## src/rtl/pvms_pkg.sv

```systemverilog
// ----------------------------------------------------------------------------
// pvms_pkg
// Shared types, widths and constants of the proximity steering unit.
// ----------------------------------------------------------------------------
package pvms_pkg;

  localparam int NUM_SENSORS  = 8;
  localparam int PROX_W       = 12;
  localparam int SPD_W        = 8;
  localparam int OUT_W        = 10;
  localparam int X_W          = 10;   // x lies in -176..332
  localparam int Y_W          = 9;    // y lies in -250..250
  localparam int LEN_W        = 9;    // floor sqrt of x*x + y*y, at most 415
  localparam int WEIGHT_W     = 7;
  localparam int TERM_W       = 8;    // signed projection term, -100..100
  localparam int WEIGHT_LIMIT = 100;

  localparam int IN_DATA_W  = 112;
  localparam int OUT_DATA_W = 24;

  localparam int MODE_W  = 4;
  localparam int MS_W    = 8;
  localparam int CD_W    = 9;
  localparam int THR_W   = 9;
  localparam int CFG_W   = 9;
  localparam int CFG_IDX_W = 2;

  localparam logic [CFG_IDX_W-1:0] REG_MODE           = 2'd0;
  localparam logic [CFG_IDX_W-1:0] REG_SPEED_SCALE    = 2'd1;
  localparam logic [CFG_IDX_W-1:0] REG_CLOSE_DISTANCE = 2'd2;
  localparam logic [CFG_IDX_W-1:0] REG_SEEN_THRESHOLD = 2'd3;

  localparam logic [MODE_W-1:0] MODE_STOP = 4'd0;
  localparam int MODE_CHASE_BIT = 3;   // modes 8..15 chase

  localparam logic [MODE_W-1:0] RST_MODE           = 4'd0;
  localparam logic [MS_W-1:0]   RST_SPEED_SCALE    = 8'd128;
  localparam logic [CD_W-1:0]   RST_CLOSE_DISTANCE = 9'd200;
  localparam logic [THR_W-1:0]  RST_SEEN_THRESHOLD = 9'd25;

  // direction coefficients per sensor
  localparam int DIR_X [NUM_SENSORS] = '{96, 70, 0, -88, -88, 0, 70, 96};
  localparam int DIR_Y [NUM_SENSORS] = '{30, 72, 100, 48, -48, -100, -72, -30};

  // v / 100 as (v * MUL) >> SHIFT; small form is exact for v <= 10000,
  // wide form for v <= 25500
  localparam int DIV100_SMALL_MUL   = 5243;
  localparam int DIV100_SMALL_SHIFT = 19;
  localparam int DIV100_MUL         = 41944;
  localparam int DIV100_SHIFT       = 22;

  localparam int QUEUE_DEPTH = 4;

  typedef struct packed {
    logic signed [X_W-1:0] x;
    logic signed [Y_W-1:0] y;
    logic [SPD_W-1:0]      dl;
    logic [SPD_W-1:0]      dr;
  } vec_t;

  typedef struct packed {
    logic [MODE_W-1:0] mode;
    logic [MS_W-1:0]   speed_scale;
    logic [CD_W-1:0]   close_distance;
    logic [THR_W-1:0]  seen_threshold;
  } cfg_t;

endpackage

```

## src/rtl/pvms_queue.sv

```systemverilog
// ----------------------------------------------------------------------------
// pvms_queue
// Small FIFO of vectors between the front and the back.
// ----------------------------------------------------------------------------
module pvms_queue #(
  parameter int DEPTH = 4,
  parameter int CNT_W = $clog2(DEPTH + 1)
) (
  input  logic             clk,
  input  logic             rst,
  input  logic             push,
  input  pvms_pkg::vec_t   push_data,
  input  logic             pop,
  output pvms_pkg::vec_t   pop_data,
  output logic             not_empty,
  output logic [CNT_W-1:0] count
);
  import pvms_pkg::*;

  localparam int PTR_W = (DEPTH > 1) ? $clog2(DEPTH) : 1;

  vec_t             mem [DEPTH];
  logic [PTR_W-1:0] wr_ptr;
  logic [PTR_W-1:0] rd_ptr;

  always_ff @(posedge clk) begin
    if (rst) begin
      wr_ptr <= '0;
      rd_ptr <= '0;
      count  <= '0;
    end else begin
      if (push) begin
        wr_ptr <= (wr_ptr == PTR_W'(DEPTH - 1)) ? '0 : wr_ptr + 1'b1;
      end
      if (pop) begin
        rd_ptr <= (rd_ptr == PTR_W'(DEPTH - 1)) ? '0 : rd_ptr + 1'b1;
      end
      if (push && !pop) begin
        count <= count + 1'b1;
      end else if (pop && !push) begin
        count <= count - 1'b1;
      end
    end
  end

  always_ff @(posedge clk) begin
    if (push) begin
      mem[wr_ptr] <= push_data;
    end
  end

  assign pop_data  = mem[rd_ptr];
  assign not_empty = (count != '0);

endmodule

```

## config.mk

```make
export PLATFORM = sky130hd
export DESIGN_NAME = pvms_queue
export DESIGN_NICKNAME = d
export VERILOG_FILES = /design/src/rtl/pvms_pkg.sv /design/src/rtl/pvms_queue.sv
export SDC_FILE = /design/constraint.sdc
export NUM_CORES = 1
export LEC_CHECK = 0
export ABC_CLOCK_PERIOD_IN_PS = 4000
export BUFFER_PORTS_ARGS = -buffer_cell sky130_fd_sc_hd__buf_2
export CORE_AREA = 2 2 129 131
export CTS_CLUSTER_SIZE = 16
export DETAILED_ROUTE_END_ITERATION = 6
export DIE_AREA = 0 0 131 133
export PLACE_DENSITY_LB_ADDON = 0.05
export SYNTH_ARGS = -nofsm -noshare
export SYNTH_HDL_FRONTEND = slang
export SYNTH_SLANG_ARGS = --single-unit
```

## constraint.sdc

```tcl
create_clock -name clk -period 4 [get_ports clk]
set_input_delay 0.6 -clock clk [delete_from_list [all_inputs] [get_ports clk]]
set_output_delay 0.6 -clock clk [all_outputs]
set_load 0.005 [all_outputs]
```

==> flow_summary.toml <==
[final_layout]
final-instance-count-excl-fill = 552
sequential_cell_area_sq_um = 4390
drive_above_1_share_pct = 41.7
final_nets = 365
fillerInstances = 1472
area.growth.synth_to_final_pct = 20.2
final_common_cell = "edfxtp_1"
final_cell_mix = "140 x edfxtp_1, 77 x buf_2, 30 x mux4_2"
multi_input_area_sq_um = 1050
postLayoutCellArea_sq_um = 6660
final_util_pct = 41.2

[place]
gp_congestion = 0.660
io_buffers = 77
postPlaceCellArea_sq_um = 6150
pre_cts_ws_ps = 1630
dpl.cell_count = 520
post-dp-hpwl_um = 6090

[clock_tree]
tritoncts = "built"
cts_resized = 0
cts_root_buf = "clkbuf_16"
hold_buffers = 0
cts_buffer_depth = 2
cts_max_level = 4
clock_latency_ps = 410
clk_pin_slew_worst_paths_ps = 60
post_cts_buffers = 0
clock_sinks = 149
numCtsBuffers = 17

[hold_path]
hold_depth = 1
hp-start = "push_data[34]"
hold_class = "in2reg"
min_to = "mem[1][34]$_DFFE_PP_"

[synthesis]
synth_area_leaders = "edfxtp_1 76%, mux4_2 12%, dfxtp_1 3.3%"
yosys.area.top_type = "edfxtp_1"
synth_cell_types = 19
ys_ff_latch = 149
synth_fa_ha_area_share_pct = 1.72
syn-num-nets = 273
synth_area_sq_um = 5540
ys_warn_count = 0
yosysSeqAreaShare_pct = 79.2
synth_xor_area_share_pct = 0.316
avgSynthCellArea_sq_um = 24.4
synth_top_family_by_area = "multiplexers"
synth_compound_area_share_pct = 0.361
netlist.area_leader.share_pct = 75.9
synth_mux_area_share_pct = 15.1
yosys.area_share.simple_pct = 1.36
synth_cells = 227

[die]
core_region_area_sq_um = 16200
initial_utilization_pct = 34.3
die_area_sq_um = 17400
die_h_um = 133
row_count = 47
ios = 78
die_width_um = 131

[status]
status = "finished clean"

[power_and_ir_drop]
pwr-share-clk_pct = 40.1
switchingPower_uw = 708
pwr-share-comb_pct = 7.4
seq_power_share_pct = 52.5
switching_share_pct = 20.5
power_mw = 3.46
power.density_nw_per_um2 = 519
peakVddDrop_v = 0.000285
p_leak_nw = 2.29
p_int_mw = 2.75

[sta]
slew_viol_final = 0
setup_ws_ps = 1280
setup_tns_ps = 0
clock_skew_ps = 5.38
tightest_slew_ps = 1060
finalSetupViolations = 0
rsz0062_at_grt = "no"
hold_slack_ps = 405
final.period_utilization_pct = 68.0
period_needed_ps = 2720
maxSlewHeadroom_pct = 29.5
max_freq_ghz = 0.368
finalHoldViolCount = 0

[setup_path]
required_ps = 3400
start_kind = "register"
worstPathMaxFanout = 14
r2r_start = "wr_ptr[0]$_SDFFE_PP0P_"
r2r-end = "mem[1][21]$_DFFE_PP_"
crit_type = "reg2out"
crit_path_end_kind = "primary output"
arrival_ps = 2120
rrSetupSlack_ps = 2100
r2r_cells = 3

[grt]
grt_start_max_net_pins = 36
antenna_found_initial = 1
grt_usage_pct = 12.8
grt_first_pass_wirelength_um = 15600
grt_pass1_vias = 2782
grt.overflow.total = 0

[drt]
totalWireLength_um = 10500
routedWlPerCell_um = 18.9
postRouteAntennaNets = 0
vias = 2547
first_pass_iters = 4
viasPerCell = 4.61
drc = 0
drt_iter0_drc = 106

[run]
drv_cap = 0
[cells in the mapped netlist, drive strengths merged]
cell and n:
mux2i 3, or3 2, and2 4, edfxtp 140
mux4 35, nor2 6, a21oi 3, fa 1
ha 6, xor2 2, inv 5, buf 7
nor3b 2, o21ai 1, clkbuf 1, dfxtp 9
[power by group through the flow]
stage	registers, mW	logic [mW]	clock network, mW
CTS	1.82	0.267	1.43
global route	1.82	0.285	1.50
detailed placement	1.85	0.265	0
global placement	1.85	0.262	0
floorplan	1.83	0.160	0
finish	1.81	0.256	1.39
[worst max-delay path, stage by stage, from the launching register on]
cell and delay [ps]:
dfxtp_2 630, buf_4 370, mux4_2 560, buf_2 140
[routing by layer]
metal  vias to the layer above  global-route usage (%)  part of all wire (%)
met2                        58                    19.8                    50
li1                       1132                       -                     -
met5                         -                       0                     0
met4                         0                    4.43                   1.3
met3                        13                    5.05                   4.8
met1                      1344                    16.3                    44
[worst max path at each step]
stage              from               endpoint  slack (ps)  depth (start not counted)
3_3_place_gp   register           pop_data[21]        1610                          3
2_1_floorplan       pop  count[2]$_SDFFE_PP0P_        2140                          7
4_1_cts        register           pop_data[28]        1170                          3
5_1_grt        register           pop_data[33]        1110                          3
6_report       register           pop_data[28]        1280                          3
3_5_place_dp   register           pop_data[27]        1630                          3
[registers in the layout, indices dropped and copies added (netlist names), named ones only]
signal  count
mem       140
count       3
wr_ptr      2
rd_ptr      2
[cell type report]
cell class	count	share of cell area, %
diodes	1	0.0376
clock buffers	23	6.73
clock inverters	8	0.902
inverters	5	0.282
multi-input cells	65	15.8
flip-flops and latches	149	65.9
well taps	220	4.14
repair buffers	81	6.24
[cell families (layout without fill, tap and decap cells)]
| kind of cell | count (synthesis) | count (layout) |
|---|---|---|
| buffers and inverters | 13 | 117 |
| DFF | 149 | 149 |
| and+or+nand+nor | 14 | 14 |
| other | 0 | 1 |
| adders and majority gates | 7 | 7 |
| muxes | 38 | 38 |
| AOI/OAI and AO/OA | 4 | 4 |
| xor gates and xnor gates | 2 | 2 |
Power figures use the tool's default switching activity.
