<file path="src/rtl/pvms_pkg.sv">
// ----------------------------------------------------------------------------
// pvms_pkg
// Shared types, widths and constants of the proximity steering unit.
// ----------------------------------------------------------------------------
package pvms_pkg;

  localparam int NUM_SENSORS  = 8;
  localparam int PROX_W       = 12;
  localparam int SPD_W        = 8;
  localparam int OUT_W        = 10;
  localparam int X_W          = 10;   // x lies in -176..332
  localparam int Y_W          = 9;    // y lies in -250..250
  localparam int LEN_W        = 9;    // floor sqrt of x*x + y*y, at most 415
  localparam int WEIGHT_W     = 7;
  localparam int TERM_W       = 8;    // signed projection term, -100..100
  localparam int WEIGHT_LIMIT = 100;

  localparam int IN_DATA_W  = 112;
  localparam int OUT_DATA_W = 24;

  localparam int MODE_W  = 4;
  localparam int MS_W    = 8;
  localparam int CD_W    = 9;
  localparam int THR_W   = 9;
  localparam int CFG_W   = 9;
  localparam int CFG_IDX_W = 2;

  localparam logic [CFG_IDX_W-1:0] REG_MODE           = 2'd0;
  localparam logic [CFG_IDX_W-1:0] REG_SPEED_SCALE    = 2'd1;
  localparam logic [CFG_IDX_W-1:0] REG_CLOSE_DISTANCE = 2'd2;
  localparam logic [CFG_IDX_W-1:0] REG_SEEN_THRESHOLD = 2'd3;

  localparam logic [MODE_W-1:0] MODE_STOP = 4'd0;
  localparam int MODE_CHASE_BIT = 3;   // modes 8..15 chase

  localparam logic [MODE_W-1:0] RST_MODE           = 4'd0;
  localparam logic [MS_W-1:0]   RST_SPEED_SCALE    = 8'd128;
  localparam logic [CD_W-1:0]   RST_CLOSE_DISTANCE = 9'd200;
  localparam logic [THR_W-1:0]  RST_SEEN_THRESHOLD = 9'd25;

  // direction coefficients per sensor
  localparam int DIR_X [NUM_SENSORS] = '{96, 70, 0, -88, -88, 0, 70, 96};
  localparam int DIR_Y [NUM_SENSORS] = '{30, 72, 100, 48, -48, -100, -72, -30};

  // v / 100 as (v * MUL) >> SHIFT; small form is exact for v <= 10000,
  // wide form for v <= 25500
  localparam int DIV100_SMALL_MUL   = 5243;
  localparam int DIV100_SMALL_SHIFT = 19;
  localparam int DIV100_MUL         = 41944;
  localparam int DIV100_SHIFT       = 22;

  localparam int QUEUE_DEPTH = 4;

  typedef struct packed {
    logic signed [X_W-1:0] x;
    logic signed [Y_W-1:0] y;
    logic [SPD_W-1:0]      dl;
    logic [SPD_W-1:0]      dr;
  } vec_t;

  typedef struct packed {
    logic [MODE_W-1:0] mode;
    logic [MS_W-1:0]   speed_scale;
    logic [CD_W-1:0]   close_distance;
    logic [THR_W-1:0]  seen_threshold;
  } cfg_t;

endpackage

</file>
<file path="src/rtl/pvms_front.sv">
// ----------------------------------------------------------------------------
// pvms_front
// Accepts sensor frames, turns readings into weights and sums the vector.
// ----------------------------------------------------------------------------
module pvms_front #(
  parameter int DEPTH = 4,
  parameter int CNT_W = $clog2(DEPTH + 1)
) (
  input  logic                           clk,
  input  logic                           rst,
  input  logic                           s_axis_tvalid,
  output logic                           s_axis_tready,
  input  logic [pvms_pkg::IN_DATA_W-1:0] s_axis_tdata,
  input  logic [CNT_W-1:0]               queue_count,
  output logic                           push,
  output pvms_pkg::vec_t                 push_data
);
  import pvms_pkg::*;

  logic                     f_valid;
  logic signed [TERM_W-1:0] tx [NUM_SENSORS];
  logic signed [TERM_W-1:0] ty [NUM_SENSORS];
  logic [SPD_W-1:0]         dl;
  logic [SPD_W-1:0]         dr;
  logic signed [X_W-1:0]    x_sum;
  logic signed [Y_W-1:0]    y_sum;
  logic                     accept;

  // truncated (w * coef) / 100, sign of coef applied to the magnitude
  function automatic logic signed [TERM_W-1:0] term(input logic [WEIGHT_W-1:0] w,
                                                    input int coef);
    logic [26:0]         p;
    logic [WEIGHT_W-1:0] m;
    p = 27'(w) * 27'((coef < 0) ? -coef : coef) * 27'(DIV100_SMALL_MUL);
    m = p[DIV100_SMALL_SHIFT +: WEIGHT_W];
    return (coef < 0) ? -TERM_W'(m) : TERM_W'(m);
  endfunction

  // leave room for the item already in the term stage
  assign s_axis_tready = ((CNT_W+1)'(queue_count) + (CNT_W+1)'(f_valid))
                         < (CNT_W+1)'(DEPTH);
  assign accept = s_axis_tvalid && s_axis_tready;

  always_ff @(posedge clk) begin
    if (rst) begin
      f_valid <= 1'b0;
    end else begin
      f_valid <= accept;
    end
  end

  always_ff @(posedge clk) begin
    logic [PROX_W-1:0]   r;
    logic [WEIGHT_W-1:0] w;
    if (accept) begin
      for (int i = 0; i < NUM_SENSORS; i++) begin
        r = s_axis_tdata[i*PROX_W +: PROX_W];
        w = (r > PROX_W'(WEIGHT_LIMIT)) ? '0 : WEIGHT_W'(PROX_W'(WEIGHT_LIMIT) - r);
        tx[i] <= term(w, DIR_X[i]);
        ty[i] <= term(w, DIR_Y[i]);
      end
      dl <= s_axis_tdata[NUM_SENSORS*PROX_W +: SPD_W];
      dr <= s_axis_tdata[NUM_SENSORS*PROX_W+SPD_W +: SPD_W];
    end
  end

  always_comb begin
    x_sum = '0;
    y_sum = '0;
    for (int i = 0; i < NUM_SENSORS; i++) begin
      x_sum = x_sum + X_W'(tx[i]);
      y_sum = y_sum + Y_W'(ty[i]);
    end
  end

  assign push         = f_valid;
  assign push_data.x  = x_sum;
  assign push_data.y  = y_sum;
  assign push_data.dl = dl;
  assign push_data.dr = dr;

endmodule

</file>
<file path="config.mk">
export PLATFORM = sky130hd
export DESIGN_NAME = pvms_front
export DESIGN_NICKNAME = d
export VERILOG_FILES = /design/src/rtl/pvms_pkg.sv /design/src/rtl/pvms_front.sv
export SDC_FILE = /design/constraint.sdc
export NUM_CORES = 2
export LEC_CHECK = 0
export BUFFER_PORTS_ARGS = -buffer_cell sky130_fd_sc_hd__buf_2
export CORE_MARGIN = 2
export CORE_UTILIZATION = 55
export DETAILED_ROUTE_END_ITERATION = 10
export GPL_ROUTABILITY_DRIVEN = 0
export GPL_TIMING_DRIVEN = 0
export PLACE_DENSITY = 0.73
export SLEW_MARGIN = 20
export SYNTH_ARGS = -nofsm -noshare
export SYNTH_HDL_FRONTEND = slang
export SYNTH_SLANG_ARGS = --single-unit
</file>
<file path="constraint.sdc">
create_clock -name clk -period 16.63 [get_ports clk]
set_input_delay 0 -clock clk [delete_from_list [all_inputs] [get_ports clk]]
set_output_delay 0 -clock clk [all_outputs]
set_load 0.01 [all_outputs]
</file>
==> flow_metrics.env <==
export IMPL_timing_hold_worst_class="input pin to flop"
export IMPL_totalPowerFinal_mw=1.38
export IMPL_die_y_extent_um=292
export IMPL_critical_path_buf_inv_count=8
export IMPL_placement_cell_area_mm2=0.0479
export IMPL_detail_route_antenna_nets=0
export IMPL_hpwl_mm=78.3
export IMPL_hold_worst_slack_ns=0.243
export IMPL_mostFrequentLayoutCells="sky130_fd_sc_hd__inv_1 (1366), sky130_fd_sc_hd__ha_1 (1213), sky130_fd_sc_hd__fa_1 (662)"
export IMPL_layout_cells_most_common="sky130_fd_sc_hd__inv_1"
export IMPL_clock_tree_root_cell="sky130_fd_sc_hd__clkbuf_16"
export IMPL_ctsResizeCount=0
export IMPL_numPlacedInstances=5895
export IMPL_finalCriticalPeriod_ns=10.68
export IMPL_cp_required_ns=16.84
export IMPL_synth_distinct_cells=79
export IMPL_chipWidth_um=292
export IMPL_synth_ff_latch_count=120
export IMPL_clock_power_share=0.271
export IMPL_synth_avg_cell_area_um2=9.79
export IMPL_ff2ff_setup_slack_ns=14.86
export IMPL_total_number_of_yosys_warnings=0
export IMPL_net_switching_power_mw=0.556
export IMPL_avgViaCountPerCell=5.11
export IMPL_timing_critical_path_to_type="flop"
export IMPL_drtIter0Drc=1076
export IMPL_setup_repair_after_global_routing_missed_its_margin="false"
export IMPL_input_output_buffers=154
export IMPL_maxcap_viol_count=0
export IMPL_grt_pass1_vias=32436
export IMPL_worst_pin_slew_ns=0.918
export IMPL_synth_edf_count=119
export IMPL_placeableCoreArea_mm2=0.0822
export IMPL_clock_latency_of_the_later_clocked_register_in_the_worst_skew_pair_ns=0.46
export IMPL_floorplan_die_area_mm2=0.0854
export IMPL_layout_cell_area_non_filler_mm2=0.0487
export IMPL_worst_slew_margin_rel=0.372
export IMPL_initial_core_util=0.556
export IMPL_clk_transition_reported_paths_ns=0.07
export IMPL_cell_area_synth_mm2=0.0457
export IMPL_critical_path_endpoint="ty[1][27]$_DFFE_PP_"
export IMPL_rr_endpoint="dr[6]$_DFFE_PP_"
export IMPL_async_flop_share=0
export IMPL_cts_num_sinks=120
export IMPL_grt_start_max_net_pins=59
export IMPL_pwr_density_cell_mw_per_mm2=28.4
export IMPL_comb_power_share=0.472
export IMPL_netSwitchingFraction=0.402
export IMPL_largest_buffer_count_on_any_clock_path=2
export IMPL_drc=0
export IMPL_startpoint="s_axis_tdata[84]"
export IMPL_antenna_diode_count=0
export IMPL_report_final_hold_viol_count=0
export IMPL_crit_cells=41
export IMPL_irDropWorstVdd_mv=0.0636
export IMPL_cts_setup_buffers=0
export IMPL_grt_overflow=0
export IMPL_synthFlopType="sky130_fd_sc_hd__edfxtp_1"
export IMPL_fmax_mhz=93.7
export IMPL_cts_tree="built"
export IMPL_cts_made_buffers=17
export IMPL_finalNetCount=6857
export IMPL_cell_internal_pwr_mw=0.826
export IMPL_cpLargestDelayFamily="adder cells"
export IMPL_report_final_slew_viol_count=0
export IMPL_critPathArrivalTime_ns=10.89
export IMPL_vias=30387
export IMPL_fillers=6896
export IMPL_timing_final_setup_violations=0
export IMPL_post_synth_inst_count=4669
export IMPL_fin_ws_ns=5.95
export IMPL_first_pass_iteration_count_of_the_detailed_router=5
export IMPL_cts_hold_buffers_added=20
export IMPL_syn_num_nets=6662
export IMPL_grt_antenna_before_repair=2
export IMPL_dpl_worst_slack_ns=5.56
export IMPL_gr_usage_all_layers=0.216
export IMPL_hold_path_depth=2
export IMPL_wl_per_cell_um=14.6
export IMPL_timing_critical_path_slowest_cell_delay_ns=0.54
export IMPL_power_leakage_nw=29.8
export IMPL_category_of_the_critical_setup_timing_path="input pin to flop"
export IMPL_instances_no_fill=5946
export IMPL_rows=105
export IMPL_outcome="finished, final reports clean"
export IMPL_post_route_cells_drive_above_1_share=0.0482
export IMPL_power_frac_seq=0.257
export IMPL_area_growth_pct=6.45
export IMPL_r2r_cells=3
export IMPL_worst_r2r_startpoint="push$_SDFF_PP0_"
export IMPL_path_common_cell="sky130_fd_sc_hd__fa_1"
export IMPL_wl_mm=86.6
export IMPL_cpMaxStageDelayCell="sky130_fd_sc_hd__fa_1"
export IMPL_setup_tns_ns=0
export IMPL_finalCoreUtilization=0.592
export IMPL_synth_seq_area_share=0.0786
export IMPL_ctsHtreeMaxLevel=4
export IMPL_clock_skew_final_ns=0.0173
export IMPL_io_pins=155
export IMPL_critical_path_max_fanout=10
export IMPL_worst_setup_path_start_kind="input pin"
export IMPL_grt_pass1_wl_mm=152
export IMPL_period_share=0.642
cells in the mapped netlist, types with 21 or more instances:
cell type,instances,area (µm²)
sky130_fd_sc_hd__or2_2,21,131
sky130_fd_sc_hd__o21a_1,26,195
sky130_fd_sc_hd__edfxtp_1,119,3570
sky130_fd_sc_hd__a21o_1,77,578
sky130_fd_sc_hd__nand2b_1,35,219
sky130_fd_sc_hd__nor3_1,40,200
sky130_fd_sc_hd__inv_1,1366,5130
sky130_fd_sc_hd__nand3_1,31,155
sky130_fd_sc_hd__o21ai_0,78,390
sky130_fd_sc_hd__nor2b_1,31,194
sky130_fd_sc_hd__xor2_1,98,858
sky130_fd_sc_hd__o21bai_1,50,375
sky130_fd_sc_hd__fa_1,662,13300
sky130_fd_sc_hd__xnor2_1,188,1650
sky130_fd_sc_hd__ha_1,1213,15200
sky130_fd_sc_hd__nor2_1,126,473
sky130_fd_sc_hd__nand2_1,116,435
sky130_fd_sc_hd__a21oi_1,146,731
routing by layer:
metal | track usage | wire length, µm
met3 | 0.0228 | 2390
met5 | 0 | 0
met2 | 0.381 | 42400
met4 | 0.0474 | 1660
met1 | 0.288 | 40100
worst reg2reg max path: cells and delay by family (launching register included):
kind | cells | cell delay, ns
flip-flops | 1 | 0.31
AO/OA/AOI/OAI | 1 | 0.22
AND/OR/NAND/NOR | 1 | 0.22
buffers and inverters | 1 | 0.70
power by group through the flow:
stage	clock network (mW)	registers [mW]	logic (mW)
6_report	0.375	0.355	0.653
3_3_place_gp	0	0.363	0.626
4_1_cts	0.382	0.355	0.657
2_1_floorplan	0	0.360	0.425
5_1_grt	0.389	0.356	0.751
3_5_place_dp	0	0.361	0.646
how the worst min path moves through the flow:
stage	end	slack, ns	startpoint
final	dl[7]$_DFFE_PP_	0.24	s_axis_tdata[103]
after global routing	dr[5]$_DFFE_PP_	0.24	s_axis_tdata[109]
after CTS	dl[7]$_DFFE_PP_	0.21	s_axis_tdata[103]
after detailed placement	push$_SDFF_PP0_	0.16	rst
after global placement	push$_SDFF_PP0_	0.16	rst
after floorplan	s_axis_tready	0.05	queue_count[2]
flip-flops by register name (all words and copies together), names as in the netlist:
signal  flops
dl          8
ty         59
tx         44
dr          8
push        1
cells by family (layout without fill, tap and decap cells):
group | count (synthesis) | count (layout) | synth area share
AO/OA/AOI/OAI | 495 | 495 | 0.0718
XOR/XNOR | 289 | 289 | 0.0562
adder cells (fa/ha/maj) | 1875 | 1875 | 0.622
buffers and inverters | 1373 | 1580 | 0.113
flip-flops | 120 | 120 | 0.0786
multiplexers | 17 | 17 | 0.00405
AND/OR/NAND/NOR | 500 | 500 | 0.0544
cell type report:
| class | instances | area (µm²) | share of cell area |
|---|---|---|---|
| Buffer | 7 | 30.0 | 0.000617 |
| Clock buffer | 17 | 425 | 0.00874 |
| Clock inverter | 14 | 151 | 0.00311 |
| Inverter | 1366 | 5130 | 0.105 |
| Multi-Input combinational cell | 3176 | 37000 | 0.760 |
| Sequential cell | 120 | 3590 | 0.0739 |
| Tap cell | 1070 | 1340 | 0.0275 |
| Timing Repair Buffer | 176 | 1030 | 0.0211 |
Power figures use the tool's default switching activity.
