File: src/rtl/pvms_pkg.sv
// ----------------------------------------------------------------------------
// pvms_pkg
// Shared types, widths and constants of the proximity steering unit.
// ----------------------------------------------------------------------------
package pvms_pkg;

  localparam int NUM_SENSORS  = 8;
  localparam int PROX_W       = 12;
  localparam int SPD_W        = 8;
  localparam int OUT_W        = 10;
  localparam int X_W          = 10;   // x lies in -176..332
  localparam int Y_W          = 9;    // y lies in -250..250
  localparam int LEN_W        = 9;    // floor sqrt of x*x + y*y, at most 415
  localparam int WEIGHT_W     = 7;
  localparam int TERM_W       = 8;    // signed projection term, -100..100
  localparam int WEIGHT_LIMIT = 100;

  localparam int IN_DATA_W  = 112;
  localparam int OUT_DATA_W = 24;

  localparam int MODE_W  = 4;
  localparam int MS_W    = 8;
  localparam int CD_W    = 9;
  localparam int THR_W   = 9;
  localparam int CFG_W   = 9;
  localparam int CFG_IDX_W = 2;

  localparam logic [CFG_IDX_W-1:0] REG_MODE           = 2'd0;
  localparam logic [CFG_IDX_W-1:0] REG_SPEED_SCALE    = 2'd1;
  localparam logic [CFG_IDX_W-1:0] REG_CLOSE_DISTANCE = 2'd2;
  localparam logic [CFG_IDX_W-1:0] REG_SEEN_THRESHOLD = 2'd3;

  localparam logic [MODE_W-1:0] MODE_STOP = 4'd0;
  localparam int MODE_CHASE_BIT = 3;   // modes 8..15 chase

  localparam logic [MODE_W-1:0] RST_MODE           = 4'd0;
  localparam logic [MS_W-1:0]   RST_SPEED_SCALE    = 8'd128;
  localparam logic [CD_W-1:0]   RST_CLOSE_DISTANCE = 9'd200;
  localparam logic [THR_W-1:0]  RST_SEEN_THRESHOLD = 9'd25;

  // direction coefficients per sensor
  localparam int DIR_X [NUM_SENSORS] = '{96, 70, 0, -88, -88, 0, 70, 96};
  localparam int DIR_Y [NUM_SENSORS] = '{30, 72, 100, 48, -48, -100, -72, -30};

  // v / 100 as (v * MUL) >> SHIFT; small form is exact for v <= 10000,
  // wide form for v <= 25500
  localparam int DIV100_SMALL_MUL   = 5243;
  localparam int DIV100_SMALL_SHIFT = 19;
  localparam int DIV100_MUL         = 41944;
  localparam int DIV100_SHIFT       = 22;

  localparam int QUEUE_DEPTH = 4;

  typedef struct packed {
    logic signed [X_W-1:0] x;
    logic signed [Y_W-1:0] y;
    logic [SPD_W-1:0]      dl;
    logic [SPD_W-1:0]      dr;
  } vec_t;

  typedef struct packed {
    logic [MODE_W-1:0] mode;
    logic [MS_W-1:0]   speed_scale;
    logic [CD_W-1:0]   close_distance;
    logic [THR_W-1:0]  seen_threshold;
  } cfg_t;

endpackage

File: src/rtl/pvms_div.sv
// ----------------------------------------------------------------------------
// pvms_div
// Pipelined restoring divider, one quotient bit per stage.
// ----------------------------------------------------------------------------
module pvms_div #(
  parameter int DW = 9,
  parameter int QW = 8
) (
  input  logic             clk,
  input  logic             en,
  input  logic [DW+QW-1:0] num,
  input  logic [DW-1:0]    den,
  output logic [QW-1:0]    quo
);

  localparam int W = DW + QW;

  logic [W-1:0]  work  [1:QW];
  logic [DW-1:0] dpipe [1:QW-1];

  // shift one numerator bit into the partial remainder, subtract if it fits
  function automatic logic [W-1:0] step(input logic [W-1:0] w, input logic [DW-1:0] d);
    logic [DW:0] t;
    logic        ge;
    logic [DW:0] r;
    t  = {w[W-1:QW], w[QW-1]};
    ge = (t >= {1'b0, d});
    r  = ge ? (t - {1'b0, d}) : t;
    return {r[DW-1:0], w[QW-2:0], ge};
  endfunction

  always_ff @(posedge clk) begin
    if (en) begin
      work[1]  <= step(num, den);
      dpipe[1] <= den;
      for (int j = 2; j <= QW; j++) begin
        work[j] <= step(work[j-1], dpipe[j-1]);
      end
      for (int j = 2; j < QW; j++) begin
        dpipe[j] <= dpipe[j-1];
      end
    end
  end

  assign quo = work[QW][QW-1:0];

endmodule

File: src/rtl/pvms_back.sv
// ----------------------------------------------------------------------------
// pvms_back
// Vector length, scaled sine and cosine, steering and mode selection.
// ----------------------------------------------------------------------------
module pvms_back (
  input  logic                            clk,
  input  logic                            rst,
  input  logic                            in_valid,
  input  pvms_pkg::vec_t                  in_data,
  output logic                            pop,
  input  pvms_pkg::cfg_t                  cfg,
  output logic                            m_axis_tvalid,
  input  logic                            m_axis_tready,
  output logic [pvms_pkg::OUT_DATA_W-1:0] m_axis_tdata
);
  import pvms_pkg::*;

  localparam int SQ_STEPS = LEN_W;
  localparam int Q1 = 7;           // quotient of |x|*100 / len is at most 100
  localparam int Q2 = 8;           // steering quotient is below 256
  localparam int N1 = LEN_W + Q1;
  localparam int N2 = CD_W + Q2;
  localparam int SQ_W = 2 * LEN_W;
  localparam int REM_W = LEN_W + 3;
  localparam int MAG_W = 8;
  localparam int P_W = 15;
  localparam int R_W = 31;
  localparam int LAT = 2 + SQ_STEPS + Q1 + 4 + Q2 + 1;
  localparam int AW = 11;          // steering arithmetic width

  typedef struct packed {
    vec_t             v;
    logic [LEN_W-1:0] len;
  } ctx_t;

  typedef struct packed {
    logic [REM_W-1:0] rem;
    logic [LEN_W-1:0] root;
  } sq_t;

  logic           en;
  logic [LAT-1:0] vld;

  // S1
  vec_t          s1_v;
  logic [16:0]   s1_xx;
  logic [15:0]   s1_yy;
  // square root chain
  logic [SQ_W-1:0]  sq_val  [0:SQ_STEPS];
  sq_t              sq_st   [0:SQ_STEPS];
  vec_t             sq_v    [0:SQ_STEPS];
  // first divide
  ctx_t             d1_ctx  [0:Q1-1];
  logic [Q1-1:0]    qx;
  logic [Q1-1:0]    qy;
  logic [N1-1:0]    nx;
  logic [N1-1:0]    ny;
  // scale and reciprocal stages
  ctx_t             m_ctx;
  logic [P_W-1:0]   m_px;
  logic [P_W-1:0]   m_py;
  ctx_t             p_ctx;
  logic [R_W-1:0]   p_cx;
  logic [R_W-1:0]   p_cy;
  ctx_t             cs_ctx;
  logic [MAG_W-1:0] cs_cmag;
  logic [MAG_W-1:0] cs_smag;
  ctx_t             tn_ctx;
  logic [MAG_W-1:0] tn_cmag;
  logic [MAG_W-1:0] tn_smag;
  logic [N2-1:0]    tn_num;
  // second divide
  ctx_t             d2_ctx  [0:Q2-1];
  logic [MAG_W-1:0] d2_cmag [0:Q2-1];
  logic [MAG_W-1:0] d2_smag [0:Q2-1];
  logic [Q2-1:0]    q2;

  logic [X_W-1:0]   ax_full;
  logic [Y_W-1:0]   ay_full;
  logic [X_W-1:0]   ax9_full;
  logic [Y_W-1:0]   ay9_full;

  function automatic sq_t sqrt_step(input sq_t st, input logic [1:0] pair);
    logic [REM_W-1:0] rem_n;
    logic [REM_W-1:0] trial;
    sq_t              r;
    rem_n = {st.rem[REM_W-3:0], pair};
    trial = REM_W'({st.root, 2'b01});
    if (rem_n >= trial) begin
      r.rem  = rem_n - trial;
      r.root = {st.root[LEN_W-2:0], 1'b1};
    end else begin
      r.rem  = rem_n;
      r.root = {st.root[LEN_W-2:0], 1'b0};
    end
    return r;
  endfunction

  // hold everything while a finished item waits at the output
  assign en  = !vld[LAT-1] || m_axis_tready;
  assign pop = in_valid && en;

  always_ff @(posedge clk) begin
    if (rst) begin
      vld <= '0;
    end else if (en) begin
      vld <= {vld[LAT-2:0], pop};
    end
  end

  assign ax_full = in_data.x[X_W-1] ? -in_data.x : in_data.x;
  assign ay_full = in_data.y[Y_W-1] ? -in_data.y : in_data.y;

  // S1 squares, S2 sum, then one root bit per stage
  always_ff @(posedge clk) begin
    if (en) begin
      s1_v  <= in_data;
      s1_xx <= 17'(ax_full[X_W-2:0]) * 17'(ax_full[X_W-2:0]);
      s1_yy <= 16'(ay_full[Y_W-2:0]) * 16'(ay_full[Y_W-2:0]);
      sq_val[0] <= SQ_W'(s1_xx) + SQ_W'(s1_yy);
      sq_st[0]  <= '0;
      sq_v[0]   <= s1_v;
      for (int k = 1; k <= SQ_STEPS; k++) begin
        sq_val[k] <= sq_val[k-1] << 2;
        sq_st[k]  <= sqrt_step(sq_st[k-1], sq_val[k-1][SQ_W-1 -: 2]);
        sq_v[k]   <= sq_v[k-1];
      end
    end
  end

  assign ax9_full = sq_v[SQ_STEPS].x[X_W-1] ? -sq_v[SQ_STEPS].x : sq_v[SQ_STEPS].x;
  assign ay9_full = sq_v[SQ_STEPS].y[Y_W-1] ? -sq_v[SQ_STEPS].y : sq_v[SQ_STEPS].y;
  assign nx = N1'(ax9_full) * N1'(WEIGHT_LIMIT);
  assign ny = N1'(ay9_full) * N1'(WEIGHT_LIMIT);

  pvms_div #(.DW(LEN_W), .QW(Q1)) u_div_x (
    .clk (clk), .en (en), .num (nx), .den (sq_st[SQ_STEPS].root), .quo (qx)
  );

  pvms_div #(.DW(LEN_W), .QW(Q1)) u_div_y (
    .clk (clk), .en (en), .num (ny), .den (sq_st[SQ_STEPS].root), .quo (qy)
  );

  always_ff @(posedge clk) begin
    logic             x_pos;
    logic [X_W:0]     gap;
    if (en) begin
      d1_ctx[0].v   <= sq_v[SQ_STEPS];
      d1_ctx[0].len <= sq_st[SQ_STEPS].root;
      for (int j = 1; j < Q1; j++) begin
        d1_ctx[j] <= d1_ctx[j-1];
      end
      // scale by the speed scale register
      m_ctx <= d1_ctx[Q1-1];
      m_px  <= P_W'(qx) * P_W'(cfg.speed_scale);
      m_py  <= P_W'(qy) * P_W'(cfg.speed_scale);
      // divide by 100 through the reciprocal
      p_ctx <= m_ctx;
      p_cx  <= R_W'(m_px) * R_W'(DIV100_MUL);
      p_cy  <= R_W'(m_py) * R_W'(DIV100_MUL);
      // zero length gives no angle
      cs_ctx  <= p_ctx;
      cs_cmag <= (p_ctx.len == '0) ? '0 : p_cx[DIV100_SHIFT +: MAG_W];
      cs_smag <= (p_ctx.len == '0) ? '0 : p_cy[DIV100_SHIFT +: MAG_W];
      // forward term numerator, only between zero and the close distance
      x_pos = !cs_ctx.v.x[X_W-1] && (cs_ctx.v.x != '0);
      gap   = (X_W+1)'(cfg.close_distance) - (X_W+1)'(cs_ctx.v.x);
      tn_ctx  <= cs_ctx;
      tn_cmag <= cs_cmag;
      tn_smag <= cs_smag;
      tn_num  <= (x_pos && !gap[X_W] && gap != '0)
                 ? N2'(cs_cmag) * N2'(gap[CD_W-1:0]) : '0;
      d2_ctx[0]  <= tn_ctx;
      d2_cmag[0] <= tn_cmag;
      d2_smag[0] <= tn_smag;
      for (int j = 1; j < Q2; j++) begin
        d2_ctx[j]  <= d2_ctx[j-1];
        d2_cmag[j] <= d2_cmag[j-1];
        d2_smag[j] <= d2_smag[j-1];
      end
    end
  end

  pvms_div #(.DW(CD_W), .QW(Q2)) u_div_t (
    .clk (clk), .en (en), .num (tn_num), .den (cfg.close_distance), .quo (q2)
  );

  always_ff @(posedge clk) begin
    logic signed [AW-1:0] x;
    logic signed [AW-1:0] c;
    logic signed [AW-1:0] s;
    logic signed [AW-1:0] t;
    logic signed [AW-1:0] l;
    logic signed [AW-1:0] r;
    logic                 seen;
    ctx_t                 k;
    k = d2_ctx[Q2-1];
    x = AW'(k.v.x);
    c = k.v.x[X_W-1] ? -AW'(d2_cmag[Q2-1]) : AW'(d2_cmag[Q2-1]);
    s = k.v.y[Y_W-1] ? -AW'(d2_smag[Q2-1]) : AW'(d2_smag[Q2-1]);
    t = -AW'(q2);
    seen = (k.len >= cfg.seen_threshold);
    if (x > 0) begin
      if (x >= AW'(cfg.close_distance)) begin
        l = -s;
        r = s;
      end else begin
        l = t - s;
        r = t + s;
      end
    end else begin
      l = -c - s;
      r = -c + s;
    end
    if (cfg.mode == MODE_STOP) begin
      l = '0;
      r = '0;
    end else if (!cfg.mode[MODE_CHASE_BIT]) begin
      if (!seen) begin
        l = AW'(k.v.dl);
        r = AW'(k.v.dr);
      end
    end else begin
      if (!seen) begin
        l = '0;
        r = '0;
      end else begin
        l = -l;
        r = -r;
      end
    end
    if (en) begin
      m_axis_tdata <= {(OUT_DATA_W-2*OUT_W)'(0), r[OUT_W-1:0], l[OUT_W-1:0]};
    end
  end

  assign m_axis_tvalid = vld[LAT-1];

endmodule

File: config.mk
export PLATFORM = sky130hd
export DESIGN_NAME = pvms_back
export DESIGN_NICKNAME = d
export VERILOG_FILES = /design/src/rtl/pvms_pkg.sv /design/src/rtl/pvms_div.sv /design/src/rtl/pvms_back.sv
export SDC_FILE = /design/constraint.sdc
export NUM_CORES = 2
export LEC_CHECK = 0
export BUFFER_PORTS_ARGS = -buffer_cell sky130_fd_sc_hd__buf_2
export CAP_MARGIN = 20
export CORE_ASPECT_RATIO = 0.9
export CORE_UTILIZATION = 50
export DETAILED_ROUTE_END_ITERATION = 8
export PLACE_DENSITY_LB_ADDON = 0.08
export REMOVE_ABC_BUFFERS = 1
export SLEW_MARGIN = 10
export SYNTH_ARGS = -nofsm -noshare
export SYNTH_HDL_FRONTEND = slang
export SYNTH_SLANG_ARGS = --single-unit
File: constraint.sdc
create_clock -name clk -period 79.9 [get_ports clk]
set_clock_uncertainty 0.15 [all_clocks]
set_input_delay 11.985 -clock clk [delete_from_list [all_inputs] [get_ports clk]]
set_output_delay 11.985 -clock clk [all_outputs]
set_load 0.005 [all_outputs]
==> flow_results.org <==
** Drt
- Dividing the detail-routed via count by the number of cells gives 5.04.
- For this run, the detailed router's first-pass iteration total came to 5.
- For this run, design rule violations remaining after detail routing come to 0.
- Total number of vias :: 47600
- The count of nets left with antenna violations once routing finished came out at 0.
- Number of violations reported at the end of detailed-routing iteration 0 :: 2912
- Average wire per cell in the routed design :: 16.1 um
- Wires add up to 152 mm.

** Setup path
- Kind of critical path :: primary input to primary output
- Maximum single-stage delay on the critical path :: 650 ps
- Sum of buffers and inverters on the critical path :: 5
- CP delay by family, top :: buffers and inverters
- Worst Setup End Kind :: primary output
- Worst path most repeated cell :: sky130_fd_sc_hd__buf_2
- Master of the slowest instance on the critical path :: sky130_fd_sc_hd__inv_8
- Along the worst path, the maximum fanout reaches 148.
- The startpoint identified for the worst register-to-register timing path is cs_ctx[34].
- Crit path required time :: 67760 ps
- Worst EP arrival :: 13380 ps
- Register-to-register setup slack :: 72800 ps
- STA classifies the critical path startpoint as a primary input.
- Traced cell by cell, the critical path runs through buf_2, nor2b_2, buf_4, inv_8, nand2_1, inv_1, buf_2.
- Counting cells, the worst reg-to-reg path comes to 24.
- The endpoint identified for the worst register-to-register timing path is tn_num[16].

** Global route
- Antenna violations before repair :: 2
- Number of global-route vias before repair :: 47900
- First-pass GRT wire length :: 247 mm
- GRT Overall Usage :: 16.3%
- Remaining global-route overflow :: 0
- Entering global routing, the biggest net connects 149 pins.

** Place
- Placer's final routability congestion estimate :: 0.836
- Worst setup slack after placement :: 54300 ps
- Input and output buffers added on the ports amount to 90.
- HPWL after detailed placement :: 108 mm

** Floorplan
- Measured along the x axis, the die boundary spans 459 um.
- Vert. Die Dim :: 413 um
- The floorplan has 150 rows.
- Pin placement for this block handled 95 I/O pins.
- Starting Density :: 50.4%
- The floorplan step defined a core boundary enclosing 186000 um2.
- Die area :: 189000 um2

** Layout
- Area growth from synthesis to layout :: 10.6%
- Cells with a size suffix above 1 make up 7.44% of the layout.
- Final net count :: 7944

** Timing
- The number of pins with negative max-slew slack in the final report came to 0.
- Final Setup Violations :: 0
- The hold violation total from the final report came to 0.
- In this run the tightest slew margin relative to its limit is 28.6%.
- Share of the cycle needed by the critical path after routing :: 31.9%
- Setup repair after global routing left no endpoint under its margin.
- Post-route setup TNS :: 0 ps
- Final Worst Setup Slack :: 54380 ps
- Derived from the worst setup path, the maximum achievable clock frequency is 39.2 MHz.
- Post-layout minimum cycle time :: 25520 ps
- At the pin with the least slew margin, the transition time is 1070 ps.

** Synth
- Portion of synthesized cell area occupied by the leading cell type :: 61.4%
- Sequential-to-total area share from yosys stat :: 62.1%
- Yosys attributes the largest share of cell area to sky130_fd_sc_hd__edfxtp_1, sky130_fd_sc_hd__ha_1, sky130_fd_sc_hd__fa_1.
- Post-synth top flop :: sky130_fd_sc_hd__edfxtp_1
- Netlist area before placement :: 93800 um2
- Cell type with the largest total area after synthesis :: sky130_fd_sc_hd__edfxtp_1
- Count of warnings emitted by yosys :: 0
- Synth Instances :: 6553
- In this run, synthesis inferred 1919 flip-flops with an integrated enable.
- Fraction of registers with async set or reset after synthesis :: 0%
- Flip-flop and latch count after synthesis :: 1950
- Averaged over all synthesized cells, the footprint is 14.3 um2.
- In this run, distinct cell masters in the synthesized netlist total 96.

** Status
- Outcome :: finished clean

** Clocking
- CTS tree :: yes
- Counting along the longest clock path gives a buffer depth of 3.
- Total CTS buffers :: 190
- Counting every sink on the clock net gives 1950.
- H-Tree Depth :: 4
- At the later pin of the worst-skew pair, clock insertion delay measures 830 ps.
- CTS root buf :: sky130_fd_sc_hd__clkbuf_16
- The number of setup buffers added after CTS is 0.
- Clock-pin slew was measured on the worst setup and hold paths at 60 ps.
- Hold-fix buffers, CTS :: 0
- After clock tree synthesis, the repair step resized 0 gates.

** Hold path
- Terminating pin of the worst hold path :: tn_ctx[6]
- Worst Hold Launch :: cs_ctx[6]
- The tightest min-delay check is of the flip-flop to flip-flop type.
- The worst hold path passes through 0 cells.

** Run
- Total of max-cap violations :: 0
area by class of cell:
cell class / count / area, um2
Tap cell: 2508 / 3140
Clock inverter: 129 / 1480
Inverter: 859 / 3230
Clock buffer: 224 / 4920
Antenna cell: 1 / 2.50
Sequential cell: 1950 / 58200
Fill cell: 15000 / 82300
Timing Repair Buffer: 123 / 698
Multi-Input combinational cell: 3663 / 32000
registers in the layout, indices dropped and copies added (netlist names), 63 cells and up:
name,count
d2_cmag,64
u_div_t.dpipe,63
u_div_y.work,88
sq_val,90
sq_v,350
u_div_x.work,88
u_div_t.work,127
d1_ctx,256
sq_st,118
d2_smag,64
d2_ctx,288
synth_stat cells (all sizes together), types with 18 or more instances:
| cell type | number |
|---|---|
| mux2i | 18 |
| o31ai | 22 |
| xor2 | 84 |
| o21a | 63 |
| fa | 328 |
| a211oi | 38 |
| inv | 855 |
| a21oi | 310 |
| a21o | 150 |
| xnor2 | 264 |
| o41ai | 18 |
| o21ai | 136 |
| o21bai | 27 |
| nor2b | 107 |
| edfxtp | 1919 |
| nand2 | 302 |
| ha | 760 |
| dfxtp | 31 |
| and2 | 134 |
| mux2 | 64 |
| nor2 | 367 |
| nor3 | 51 |
| nand4 | 52 |
| or2 | 20 |
| nand3 | 32 |
| clkbuf | 68 |
| nand2b | 88 |
how the worst max path moves through the flow:
stage               slack [ps]           from  cells past startpoint   to
floorplan                15900  m_axis_tready                      4  pop
global placement         54280  m_axis_tready                      7  pop
detailed placement       54300  m_axis_tready                      7  pop
CTS                      54310  m_axis_tready                      7  pop
global route             54220  m_axis_tready                      7  pop
finish                   54380  m_axis_tready                      7  pop
layout by cell type, fill, tap and decap left out, types with 33 or more instances in the layout:
cell type and count:
sky130_fd_sc_hd__nand2_1 302, sky130_fd_sc_hd__o21ai_0 129, sky130_fd_sc_hd__buf_2 90, sky130_fd_sc_hd__o21a_1 63
sky130_fd_sc_hd__nor3_1 50, sky130_fd_sc_hd__xor2_1 84, sky130_fd_sc_hd__fa_1 328, sky130_fd_sc_hd__clkinv_1 45
sky130_fd_sc_hd__and2_1 134, sky130_fd_sc_hd__a21oi_1 309, sky130_fd_sc_hd__nor2_1 367, sky130_fd_sc_hd__nor2b_1 106
sky130_fd_sc_hd__nand4_1 52, sky130_fd_sc_hd__xnor2_1 264, sky130_fd_sc_hd__a21o_1 150, sky130_fd_sc_hd__inv_1 853
sky130_fd_sc_hd__mux2_2 64, sky130_fd_sc_hd__nand2b_1 88, sky130_fd_sc_hd__clkinv_2 33, sky130_fd_sc_hd__ha_1 760
sky130_fd_sc_hd__edfxtp_1 1919, sky130_fd_sc_hd__clkbuf_16 192, sky130_fd_sc_hd__buf_4 33, sky130_fd_sc_hd__a211oi_1 36
logic make-up (layout without fill, tap and decap cells):
| family | Yosys count | after routing | synth area share [%] |
|---|---|---|---|
| buffers and inverters | 944 | 1335 | 3.81 |
| AO/OA/AOI/OAI | 894 | 894 | 6.21 |
| multiplexers | 82 | 82 | 0.974 |
| adder cells (fa/ha/maj) | 1088 | 1088 | 17.1 |
| XOR/XNOR | 348 | 348 | 3.25 |
| flip-flops | 1950 | 1950 | 62.1 |
| other | 1 | 6 | 0.00400 |
| AND/OR/NAND/NOR | 1246 | 1246 | 6.52 |
metal layers:
layer | vias up | track usage (%) | wire (um)
met3 | 237 | 2.69 | 4900
met1 | 23100 | 22.0 | 70700
met5 | - | 0 | 0
met4 | 0 | 5.25 | 4050
li1 | 23800 | - | -
met2 | 549 | 27.1 | 72400
metrics by stage:
step / area, um2 / utilization [%] / hold WS, ps / std cells
after floorplan: 93500 / - / 250 / 6472
after global placement: 97300 / 52.3 / 250 / 9103
after detailed placement: 97300 / 52.3 / 255 / 9103
after CTS: 104000 / 55.8 / 246 / 9456
after global routing: 104000 / 55.8 / 254 / 9457
final: 104000 / 55.8 / 249 / 9457
Power is left out: the tool's default activity adds up to more than one toggle a clock period on the data nets, which glitch-free logic cannot reach.
